File: src/hw/rtl/pstr_pkg.sv
// Shared types and constants for the PID step block with trapezoidal integral.
// Used by the channel interfaces, the register file and the top level.
// No dependencies.
`default_nettype none

package pstr_pkg;

   // Field widths of the beats
   localparam int PvWidth     = 16;
   localparam int AdjustWidth = 32;

   // Configuration register widths
   localparam int GainWidth   = 16;
   localparam int CsrAddrW    = 4;
   localparam int CsrDataW    = 32;

   // Internal datapath widths
   localparam int ErrWidth    = 17;  // set_point - process_value
   localparam int DiffWidth   = 18;  // error - previous error
   localparam int IntegWidth  = 20;  // integral, one fraction bit
   localparam int ProdPWidth  = ErrWidth + GainWidth + 1;
   localparam int ProdDWidth  = DiffWidth + GainWidth + 1;
   localparam int ProdIWidth  = IntegWidth + GainWidth + 1;
   localparam int AccWidth    = 40;  // scale-512 sum, bounded well below 2^37
   localparam int FracShift   = 9;   // Q8.8 gains times half-unit scale

   localparam logic [GainWidth-1:0] LimitReset = 16'd50;

   // Register map, word index into the CSR space
   typedef enum logic [1:0] {
      REG_GAIN_P         = 2'd0,
      REG_GAIN_I         = 2'd1,
      REG_GAIN_D         = 2'd2,
      REG_INTEGRAL_LIMIT = 2'd3
   } reg_index_type;

   typedef struct packed {
      logic [GainWidth-1:0] gain_p;
      logic [GainWidth-1:0] gain_i;
      logic [GainWidth-1:0] gain_d;
      logic [GainWidth-1:0] integral_limit;
   } cfg_type;

endpackage

`default_nettype wire

File: src/hw/rtl/pstr_ifs.sv
// Valid/ready channel interfaces for the sample beat and the result beat.
// Depends on pstr_pkg for field widths.
`default_nettype none

interface pstr_req_if import pstr_pkg::*; ();
   logic                        valid;
   logic                        ready;
   logic signed [PvWidth-1:0]   process_value;
   logic signed [PvWidth-1:0]   set_point;

   modport source (output valid, process_value, set_point, input ready);
   modport sink   (input valid, process_value, set_point, output ready);
endinterface

interface pstr_rsp_if import pstr_pkg::*; ();
   logic                          valid;
   logic                          ready;
   logic signed [AdjustWidth-1:0] adjust;
   logic                          integral_cleared;

   modport source (output valid, adjust, integral_cleared, input ready);
   modport sink   (input valid, adjust, integral_cleared, output ready);
endinterface

`default_nettype wire

File: src/hw/rtl/pstr_csr.sv
// APB-style register file holding the gains and the integral limit.
// Depends on pstr_pkg for the register map and the config struct.
`default_nettype none

module pstr_csr import pstr_pkg::*; (
   input  wire logic                clock,
   input  wire logic                reset,
   input  wire logic                psel,
   input  wire logic                penable,
   input  wire logic                pwrite,
   input  wire logic [CsrAddrW-1:0] paddr,
   input  wire logic [CsrDataW-1:0] pwdata,
   output logic      [CsrDataW-1:0] prdata,
   output logic                     pready,
   output cfg_type                  cfg
);

   cfg_type       cfg_ff;
   cfg_type       cfg_in;
   reg_index_type index;
   logic          wr_en;

   assign index  = reg_index_type'(paddr[CsrAddrW-1:2]);
   assign wr_en  = psel && penable && pwrite;
   assign pready = 1'b1;
   assign cfg    = cfg_ff;

   // Write decode, one register per access phase
   always_comb begin
      cfg_in = cfg_ff;
      if (wr_en) begin
         case (index)
            REG_GAIN_P:         cfg_in.gain_p         = pwdata[GainWidth-1:0];
            REG_GAIN_I:         cfg_in.gain_i         = pwdata[GainWidth-1:0];
            REG_GAIN_D:         cfg_in.gain_d         = pwdata[GainWidth-1:0];
            REG_INTEGRAL_LIMIT: cfg_in.integral_limit = pwdata[GainWidth-1:0];
            default:            cfg_in = cfg_ff;
         endcase
      end
   end

   always_ff @(posedge clock) begin
      if (reset) begin
         cfg_ff.gain_p         <= '0;
         cfg_ff.gain_i         <= '0;
         cfg_ff.gain_d         <= '0;
         cfg_ff.integral_limit <= LimitReset;
      end else begin
         cfg_ff <= cfg_in;
      end
   end

   // Read-back mux
   always_comb begin
      case (index)
         REG_GAIN_P:         prdata = {(CsrDataW-GainWidth)'(0), cfg_ff.gain_p};
         REG_GAIN_I:         prdata = {(CsrDataW-GainWidth)'(0), cfg_ff.gain_i};
         REG_GAIN_D:         prdata = {(CsrDataW-GainWidth)'(0), cfg_ff.gain_d};
         REG_INTEGRAL_LIMIT: prdata = {(CsrDataW-GainWidth)'(0), cfg_ff.integral_limit};
         default:            prdata = '0;
      endcase
   end

endmodule

`default_nettype wire

File: src/hw/rtl/pid_step_trapezoid_reset_core.sv
// PID step: error, trapezoidal integral with reset at a limit, Q8.8 gains.
// Top level; depends on pstr_pkg, pstr_ifs and pstr_csr.
//
// One sample beat (process_value, set_point) gives one result beat (adjust,
// integral_cleared). The block is a four-register pipeline: input register,
// error/integral stage (where previous error and integral are updated), a
// product stage with the three gain multipliers, and the output register.
// It takes a new sample every cycle unless stalled; a sample moves on through the
// stages in that order, and each stage holds while the one after it is full, so
// back-pressure on the result side stalls the input only once all four
// registers are occupied. The integral test uses the integral from before
// the current sample; with integral_limit at zero it clears on every sample.
// The adjust output is the scale-512 sum floored to whole units. Gains and
// the limit should be written only while no sample is in flight.
`default_nettype none

module pid_step_trapezoid_reset_core import pstr_pkg::*; (
   input  wire logic                clock,
   input  wire logic                reset,
   pstr_req_if.sink                 req_chan,
   pstr_rsp_if.source               rsp_chan,
   input  wire logic                csr_psel,
   input  wire logic                csr_penable,
   input  wire logic                csr_pwrite,
   input  wire logic [CsrAddrW-1:0] csr_paddr,
   input  wire logic [CsrDataW-1:0] csr_pwdata,
   output logic      [CsrDataW-1:0] csr_prdata,
   output logic                     csr_pready
);

   cfg_type cfg;

   pstr_csr u_csr (
      .clock   (clock),
      .reset   (reset),
      .psel    (csr_psel),
      .penable (csr_penable),
      .pwrite  (csr_pwrite),
      .paddr   (csr_paddr),
      .pwdata  (csr_pwdata),
      .prdata  (csr_prdata),
      .pready  (csr_pready),
      .cfg     (cfg)
   );

   // Stage valid bits
   logic s1_valid_ff, s2_valid_ff, s3_valid_ff, out_valid_ff;
   logic s1_valid_in, s2_valid_in, s3_valid_in, out_valid_in;

   // Stage payloads
   logic signed [PvWidth-1:0]     s1_pv_ff, s1_sp_ff;
   logic signed [ErrWidth-1:0]    s2_err_ff;
   logic signed [DiffWidth-1:0]   s2_diff_ff;
   logic signed [IntegWidth-1:0]  s2_integ_ff;
   logic                          s2_cleared_ff;
   logic signed [ProdPWidth-1:0]  s3_prod_p_ff, s3_prod_p_in;
   logic signed [ProdDWidth-1:0]  s3_prod_d_ff, s3_prod_d_in;
   logic signed [ProdIWidth-1:0]  s3_prod_i_ff, s3_prod_i_in;
   logic                          s3_cleared_ff;
   logic signed [AdjustWidth-1:0] out_adjust_ff, out_adjust_in;
   logic                          out_cleared_ff;

   // Loop state
   logic signed [ErrWidth-1:0]    prev_err_ff;
   logic signed [IntegWidth-1:0]  integ_ff;

   // Stage moves
   logic req_accept, s2_load, s3_load, out_load;
   logic s1_free, s2_free, s3_free;

   assign out_load   = s3_valid_ff && (!out_valid_ff || rsp_chan.ready);
   assign s3_free    = !s3_valid_ff || out_load;
   assign s3_load    = s2_valid_ff && s3_free;
   assign s2_free    = !s2_valid_ff || s3_load;
   assign s2_load    = s1_valid_ff && s2_free;
   assign s1_free    = !s1_valid_ff || s2_load;
   assign req_accept = req_chan.valid && s1_free;

   assign req_chan.ready = s1_free;

   assign s1_valid_in  = req_accept || (s1_valid_ff && !s2_load);
   assign s2_valid_in  = s2_load    || (s2_valid_ff && !s3_load);
   assign s3_valid_in  = s3_load    || (s3_valid_ff && !out_load);
   assign out_valid_in = out_load   || (out_valid_ff && !rsp_chan.ready);

   // Error, difference and integral update
   logic signed [ErrWidth-1:0]   err_c;
   logic signed [DiffWidth-1:0]  diff_c;
   logic        [IntegWidth-1:0] mag_c;
   logic        [IntegWidth-1:0] limit2_c;
   logic                         keep_c;
   logic signed [IntegWidth-1:0] integ_in;

   always_comb begin
      err_c    = {s1_sp_ff[PvWidth-1], s1_sp_ff} - {s1_pv_ff[PvWidth-1], s1_pv_ff};
      diff_c   = {err_c[ErrWidth-1], err_c} - {prev_err_ff[ErrWidth-1], prev_err_ff};
      mag_c    = integ_ff[IntegWidth-1] ? -integ_ff : integ_ff;
      // limit is in whole units, the integral in half units
      limit2_c = {(IntegWidth-GainWidth-1)'(0), cfg.integral_limit, 1'b0};
      keep_c   = mag_c < limit2_c;
      if (keep_c) begin
         integ_in = integ_ff
                  + {{(IntegWidth-ErrWidth){err_c[ErrWidth-1]}}, err_c}
                  + {{(IntegWidth-ErrWidth){prev_err_ff[ErrWidth-1]}}, prev_err_ff};
      end else begin
         integ_in = '0;
      end
   end

   // Gain products, gains taken as non-negative
   assign s3_prod_p_in = s2_err_ff   * $signed({1'b0, cfg.gain_p});
   assign s3_prod_d_in = s2_diff_ff  * $signed({1'b0, cfg.gain_d});
   assign s3_prod_i_in = s2_integ_ff * $signed({1'b0, cfg.gain_i});

   // Scale-512 sum, floor to whole units; bounded below 2^36 so no clipping
   logic signed [AccWidth-1:0] acc_c;

   always_comb begin
      acc_c = {{(AccWidth-ProdPWidth-1){s3_prod_p_ff[ProdPWidth-1]}}, s3_prod_p_ff, 1'b0}
            + {{(AccWidth-ProdDWidth-1){s3_prod_d_ff[ProdDWidth-1]}}, s3_prod_d_ff, 1'b0}
            + {{(AccWidth-ProdIWidth){s3_prod_i_ff[ProdIWidth-1]}}, s3_prod_i_ff};
      out_adjust_in = {{(AdjustWidth-AccWidth+FracShift){acc_c[AccWidth-1]}},
                       acc_c[AccWidth-1:FracShift]};
   end

   // Control state and loop state
   always_ff @(posedge clock) begin
      if (reset) begin
         s1_valid_ff  <= 1'b0;
         s2_valid_ff  <= 1'b0;
         s3_valid_ff  <= 1'b0;
         out_valid_ff <= 1'b0;
         prev_err_ff  <= '0;
         integ_ff     <= '0;
      end else begin
         s1_valid_ff  <= s1_valid_in;
         s2_valid_ff  <= s2_valid_in;
         s3_valid_ff  <= s3_valid_in;
         out_valid_ff <= out_valid_in;
         if (s2_load) begin
            prev_err_ff <= err_c;
            integ_ff    <= integ_in;
         end
      end
   end

   // Payload registers
   always_ff @(posedge clock) begin
      if (req_accept) begin
         s1_pv_ff <= req_chan.process_value;
         s1_sp_ff <= req_chan.set_point;
      end
      if (s2_load) begin
         s2_err_ff     <= err_c;
         s2_diff_ff    <= diff_c;
         s2_integ_ff   <= integ_in;
         s2_cleared_ff <= !keep_c;
      end
      if (s3_load) begin
         s3_prod_p_ff  <= s3_prod_p_in;
         s3_prod_d_ff  <= s3_prod_d_in;
         s3_prod_i_ff  <= s3_prod_i_in;
         s3_cleared_ff <= s2_cleared_ff;
      end
      if (out_load) begin
         out_adjust_ff  <= out_adjust_in;
         out_cleared_ff <= s3_cleared_ff;
      end
   end

   assign rsp_chan.valid            = out_valid_ff;
   assign rsp_chan.adjust           = out_adjust_ff;
   assign rsp_chan.integral_cleared = out_cleared_ff;

`ifndef SYNTHESIS
   // a cleared step carries a zero integral into the product stage
   a_cleared_zero: assert property (@(posedge clock) disable iff (reset)
      (s2_valid_ff && s2_cleared_ff) |-> (s2_integ_ff == '0))
      else $error("cleared step with non-zero integral");

   // loop state follows the beat that left the input register
   a_state_follows: assert property (@(posedge clock) disable iff (reset)
      s2_load |=> (prev_err_ff == s2_err_ff && integ_ff == s2_integ_ff))
      else $error("loop state out of step with pipeline");

   // a stalled output keeps the product stage occupied
   a_no_drop: assert property (@(posedge clock) disable iff (reset)
      (s3_valid_ff && out_valid_ff && !rsp_chan.ready) |=> s3_valid_ff)
      else $error("product stage beat lost under stall");
`endif

endmodule

`default_nettype wire

File: src/flat_wrapper.sv
// flat-port wrapper written by rule: the top's interface ports become plain ports
module pid_step_trapezoid_reset_core_flat import pstr_pkg::*;
  (clock, reset, csr_psel, csr_penable, csr_pwrite, csr_paddr, csr_pwdata, csr_prdata, csr_pready, req_chan_valid, req_chan_process_value, req_chan_set_point, req_chan_ready, rsp_chan_valid, rsp_chan_adjust, rsp_chan_integral_cleared, rsp_chan_ready);
  pstr_req_if req_chan_i ();
  pstr_rsp_if rsp_chan_i ();
  input  wire logic clock;
  input  wire logic reset;
  input  wire logic csr_psel;
  input  wire logic csr_penable;
  input  wire logic csr_pwrite;
  input  wire logic [CsrAddrW-1:0] csr_paddr;
  input  wire logic [CsrDataW-1:0] csr_pwdata;
  output logic      [CsrDataW-1:0] csr_prdata;
  output logic csr_pready;
  input wire logic [$bits(req_chan_i.valid)-1:0] req_chan_valid;
  input wire logic [$bits(req_chan_i.process_value)-1:0] req_chan_process_value;
  input wire logic [$bits(req_chan_i.set_point)-1:0] req_chan_set_point;
  output wire logic [$bits(req_chan_i.ready)-1:0] req_chan_ready;
  output wire logic [$bits(rsp_chan_i.valid)-1:0] rsp_chan_valid;
  output wire logic [$bits(rsp_chan_i.adjust)-1:0] rsp_chan_adjust;
  output wire logic [$bits(rsp_chan_i.integral_cleared)-1:0] rsp_chan_integral_cleared;
  input wire logic [$bits(rsp_chan_i.ready)-1:0] rsp_chan_ready;
  assign req_chan_i.valid = req_chan_valid;
  assign req_chan_i.process_value = req_chan_process_value;
  assign req_chan_i.set_point = req_chan_set_point;
  assign req_chan_ready = req_chan_i.ready;
  assign rsp_chan_valid = rsp_chan_i.valid;
  assign rsp_chan_adjust = rsp_chan_i.adjust;
  assign rsp_chan_integral_cleared = rsp_chan_i.integral_cleared;
  assign rsp_chan_i.ready = rsp_chan_ready;
  pid_step_trapezoid_reset_core u_core (.clock(clock), .reset(reset), .req_chan(req_chan_i), .rsp_chan(rsp_chan_i), .csr_psel(csr_psel), .csr_penable(csr_penable), .csr_pwrite(csr_pwrite), .csr_paddr(csr_paddr), .csr_pwdata(csr_pwdata), .csr_prdata(csr_prdata), .csr_pready(csr_pready));
endmodule
File: config.mk
export PLATFORM = sky130hd
export DESIGN_NAME = pid_step_trapezoid_reset_core_flat
export DESIGN_NICKNAME = d
export VERILOG_FILES = /design/src/hw/rtl/pstr_pkg.sv /design/src/hw/rtl/pstr_ifs.sv /design/src/hw/rtl/pstr_csr.sv /design/src/hw/rtl/pid_step_trapezoid_reset_core.sv /design/src/flat_wrapper.sv
export SDC_FILE = /design/constraint.sdc
export NUM_CORES = 2
export LEC_CHECK = 0
export BUFFER_PORTS_ARGS = -buffer_cell sky130_fd_sc_hd__clkbuf_2
export CAP_MARGIN = 40
export CELL_PAD_IN_SITES_DETAIL_PLACEMENT = 2
export CELL_PAD_IN_SITES_GLOBAL_PLACEMENT = 2
export CORE_AREA = 2 2 383 385
export CTS_CLUSTER_SIZE = 14
export DETAILED_ROUTE_END_ITERATION = 8
export DIE_AREA = 0 0 385 387
export PLACE_DENSITY = 0.79
export SYNTH_ARGS = -nofsm -noshare
export SYNTH_HDL_FRONTEND = slang
export SYNTH_SLANG_ARGS = --single-unit
File: constraint.sdc
create_clock -name clock -period 15.3 [get_ports clock]
set_clock_uncertainty 0.2 [all_clocks]
set_input_delay 2.295 -clock clock [delete_from_list [all_inputs] [get_ports clock]]
set_output_delay 2.295 -clock clock [all_outputs]
set_load 0.02 [all_outputs]
==> impl_metrics.ini <==
[worst_setup_path]
crit_arrival_ps = 8190
worst_ep_required_time_ps = 15450
crit_type = flop to flop
reg2reg_slack_ps = 7260
timing.rr.start = u_core.s2_integ_ff[9]
cp_max_fo = 16
r2r_cells = 20
crit_path_start_kind = flop
cp-end-kind = flop
reg2reg_to = u_core.s3_prod_i_ff[36]

[floorplan]
dieArea_um2 = 149000
initial_core_util = 0.348
placementRows = 140
die_h_um = 387
design.core.area_um2 = 145000
ios = 143
dieWidth_um = 385

[routing]
wirelength_mm = 171
route.detailed.drc = 0
firstDrtPassIters = 5
ant_nets = 0
post_drt_wl_per_cell_um = 23.3
avgViaCountPerCell = 5.05
num_vias = 37000
dr.first_iter.drc_count = 2001

[synthesis]
synth_area_leaders = fa_1 38%, edfxtp_1 13%, inv_1 9.6%, ha_1 9.2%, nand2_1 5.7%
synth.cell_area_um2 = 50400
synth_top_family_by_area = adder cells
yosysMostFrequentCell = inv_1
yosysWarnings = 0
synthSimpleGateAreaFrac = 0.136
ys_top_cells_by_count = 1282 x inv_1, 950 x fa_1, 771 x nand2_1
syn_avg_cell_area_um2 = 9.44
synth_compound_area_frac = 0.0662
synthAdderAreaFrac = 0.470
synthMuxAreaShare = 0.00738
ys_seq_area_frac = 0.175
yosys.area_share.xor_xnor = 0.0327
yosysTopAreaCellShare = 0.378
synth_top_area_cell = fa_1
ys_ff_latch = 329
synth_edf_count = 224
synth.distinct_cells = 77
synth_cells = 5337
async_reset_ff_frac = 0
synth_ff_type = edfxtp_1

[place]
dpl.hpwl_mm = 137
portBuffers = 107
dpl_cell_area_um2 = 53300
routabilityCongestion = 0.841
dpl_worst_slack_ps = 7380

[global_route]
grt_use_total = 0.235
grt_pass1_wl_mm = 267
antenna_found_initial = 4
grt_max_degree = 107
grt_pass1_vias = 44800
overflow = 0

[sta]
timing.slew.headroom = 0.335
setup_viol = 0
worstMarginPinSlew_ps = 998
finalSetupTns_ps = 0
drv_slew = 0
finalCritPeriodShare = 0.526
min_period_ps = 8040
finalHoldViolCount = 0
hold-worst-slack_ps = 226
rsz0062_at_grt = false
finalWorstSetupSlack_ps = 7260
fmax_mhz = 124

[worst_hold_path]
hold_depth = 0
hold_path_class = flop to flop
min_from = u_core.s3_cleared_ff
whs_endpoint = u_core.rsp_chan.integral_cleared

[power]
vdd_ir_drop_max_mv = 0.131
p_total_mw = 4.72
p_leak_nw = 27.0
pwr_density_cell_nw_per_um2 = 85.9

[finish]
nFillCells = 15700
multi_input_area_um2 = 35900
drive_above_1_share = 0.0564
finalNetCount = 6767
final_area_um2 = 54900
area_growth_pct = 8.97
seq_area_um2 = 8830

[run_status]
status = finished clean

[cts]
ctsHtreeMaxLevel = 2
path_clk_slew_ps = 60
ctsHoldBuffers = 0
post-cts-setup-buffers = 0
cts_resized = 0
tritoncts = done
cts_root_buf = clkbuf_16
clk-insertion-delay-late_ps = 670
numCtsBuffers = 43
clock_sinks = 329
clk_path_buf_depth = 3

[flow_run]
drv_cap = 0
-- logic make-up (layout without fill, tap and decap cells) --
| logic type | Yosys count | after routing |
|---|---|---|
| simple gates | 1452 | 1452 |
| fa+ha+maj | 1321 | 1321 |
| buf+inv | 1496 | 1550 |
| other cells | 2 | 18 |
| xor+xnor | 188 | 188 |
| mux | 17 | 17 |
| compound gates | 532 | 532 |
| flops | 329 | 329 |
-- state kept, by name, summed over array words and instances (netlist names), 18 cells and up --
signal	count
u_core.u_csr.cfg	64
u_core.s2_diff_ff	18
u_core.integ_ff	20
u_core.s2_integ_ff	20
u_core.s3_prod_i_ff	36
u_core.s3_prod_d_ff	35
u_core.s3_prod_p_ff	34
u_core.rsp_chan.adjust	29
-- metal layers --
| layer | routed length, um | global-route usage |
|---|---|---|
| met4 | 6950 | 0.0825 |
| met3 | 6250 | 0.0216 |
| met1 | 70100 | 0.291 |
| met5 | 0 | 0 |
| met2 | 87600 | 0.423 |
-- worst max-delay path, stage by stage (launching register included) --
cell,delay [ps]
edfxtp_1,1000
nand2_1,190
fa_1,570
inv_1,60
fa_1,530
fa_1,670
fa_1,470
fa_1,490
inv_1,60
fa_1,470
inv_1,40
ha_1,450
nand2_1,130
nor2_1,150
nand2_1,90
a211oi_1,700
o311ai_2,370
a211oi_1,450
or2_2,240
nor4_1,70
a311o_1,340
-- how the worst max path moves through the flow --
stage | from | end | slack, ps | depth (start not counted)
after floorplan | rsp_chan_ready | u_core.s3_cleared_ff | 4310 | 2
after global placement | u_core.s2_err_ff[7] | u_core.s3_prod_p_ff[33] | 7220 | 22
after detailed placement | u_core.s2_integ_ff[6] | u_core.s3_prod_i_ff[36] | 7380 | 22
after CTS | u_core.s2_integ_ff[9] | u_core.s3_prod_i_ff[36] | 7260 | 20
after global routing | u_core.s2_integ_ff[6] | u_core.s3_prod_i_ff[36] | 7010 | 22
final | u_core.s2_integ_ff[9] | u_core.s3_prod_i_ff[36] | 7260 | 20
-- cell usage in the layout (no fill, tap or decap), drive strengths merged, types with 13 or more instances in the layout --
| cell type | netlist | final |
|---|---|---|
| inv | 1283 | 1284 |
| fa | 950 | 950 |
| nand2 | 771 | 771 |
| and2 | 382 | 382 |
| ha | 371 | 371 |
| a21oi | 233 | 233 |
| edfxtp | 224 | 224 |
| clkbuf | 182 | 169 |
| xnor2 | 151 | 151 |
| nor2 | 106 | 106 |
| dfxtp | 105 | 105 |
| buf | 31 | 81 |
| o21ai | 76 | 76 |
| a21o | 70 | 70 |
| nand3 | 45 | 45 |
| xor2 | 37 | 37 |
| nor3 | 33 | 33 |
| o21a | 26 | 26 |
| and3 | 23 | 23 |
| a211oi | 21 | 21 |
| nor2b | 19 | 19 |
| conb | 2 | 17 |
| mux4 | 16 | 16 |
| nand2b | 15 | 15 |
| nand4 | 15 | 15 |
| a31oi | 13 | 13 |
-- where the power goes --
part	switching, mW	total [mW]	internal [mW]
logic	1.43	2.14	0.713
clock network	0.476	1.14	0.666
registers	0.286	1.43	1.14
total	2.19	4.72	2.52
-- cell type report --
type,count,share of cell area
well taps,1917,0.0437
multi-input cells,3527,0.655
diodes,1,0.0000456
inverters,1283,0.0877
clock inverters,17,0.00433
clock buffers,63,0.0244
repair buffers,187,0.0243
flip-flops and latches,329,0.161
-- metrics by stage --
step / util / std cells
2_1_floorplan: - / 5352
3_3_place_gp: 0.366 / 7221
3_5_place_dp: 0.368 / 7243
4_1_cts: 0.379 / 7323
5_1_grt: 0.379 / 7323
6_report: 0.379 / 7324
Power figures use the tool's default switching activity.
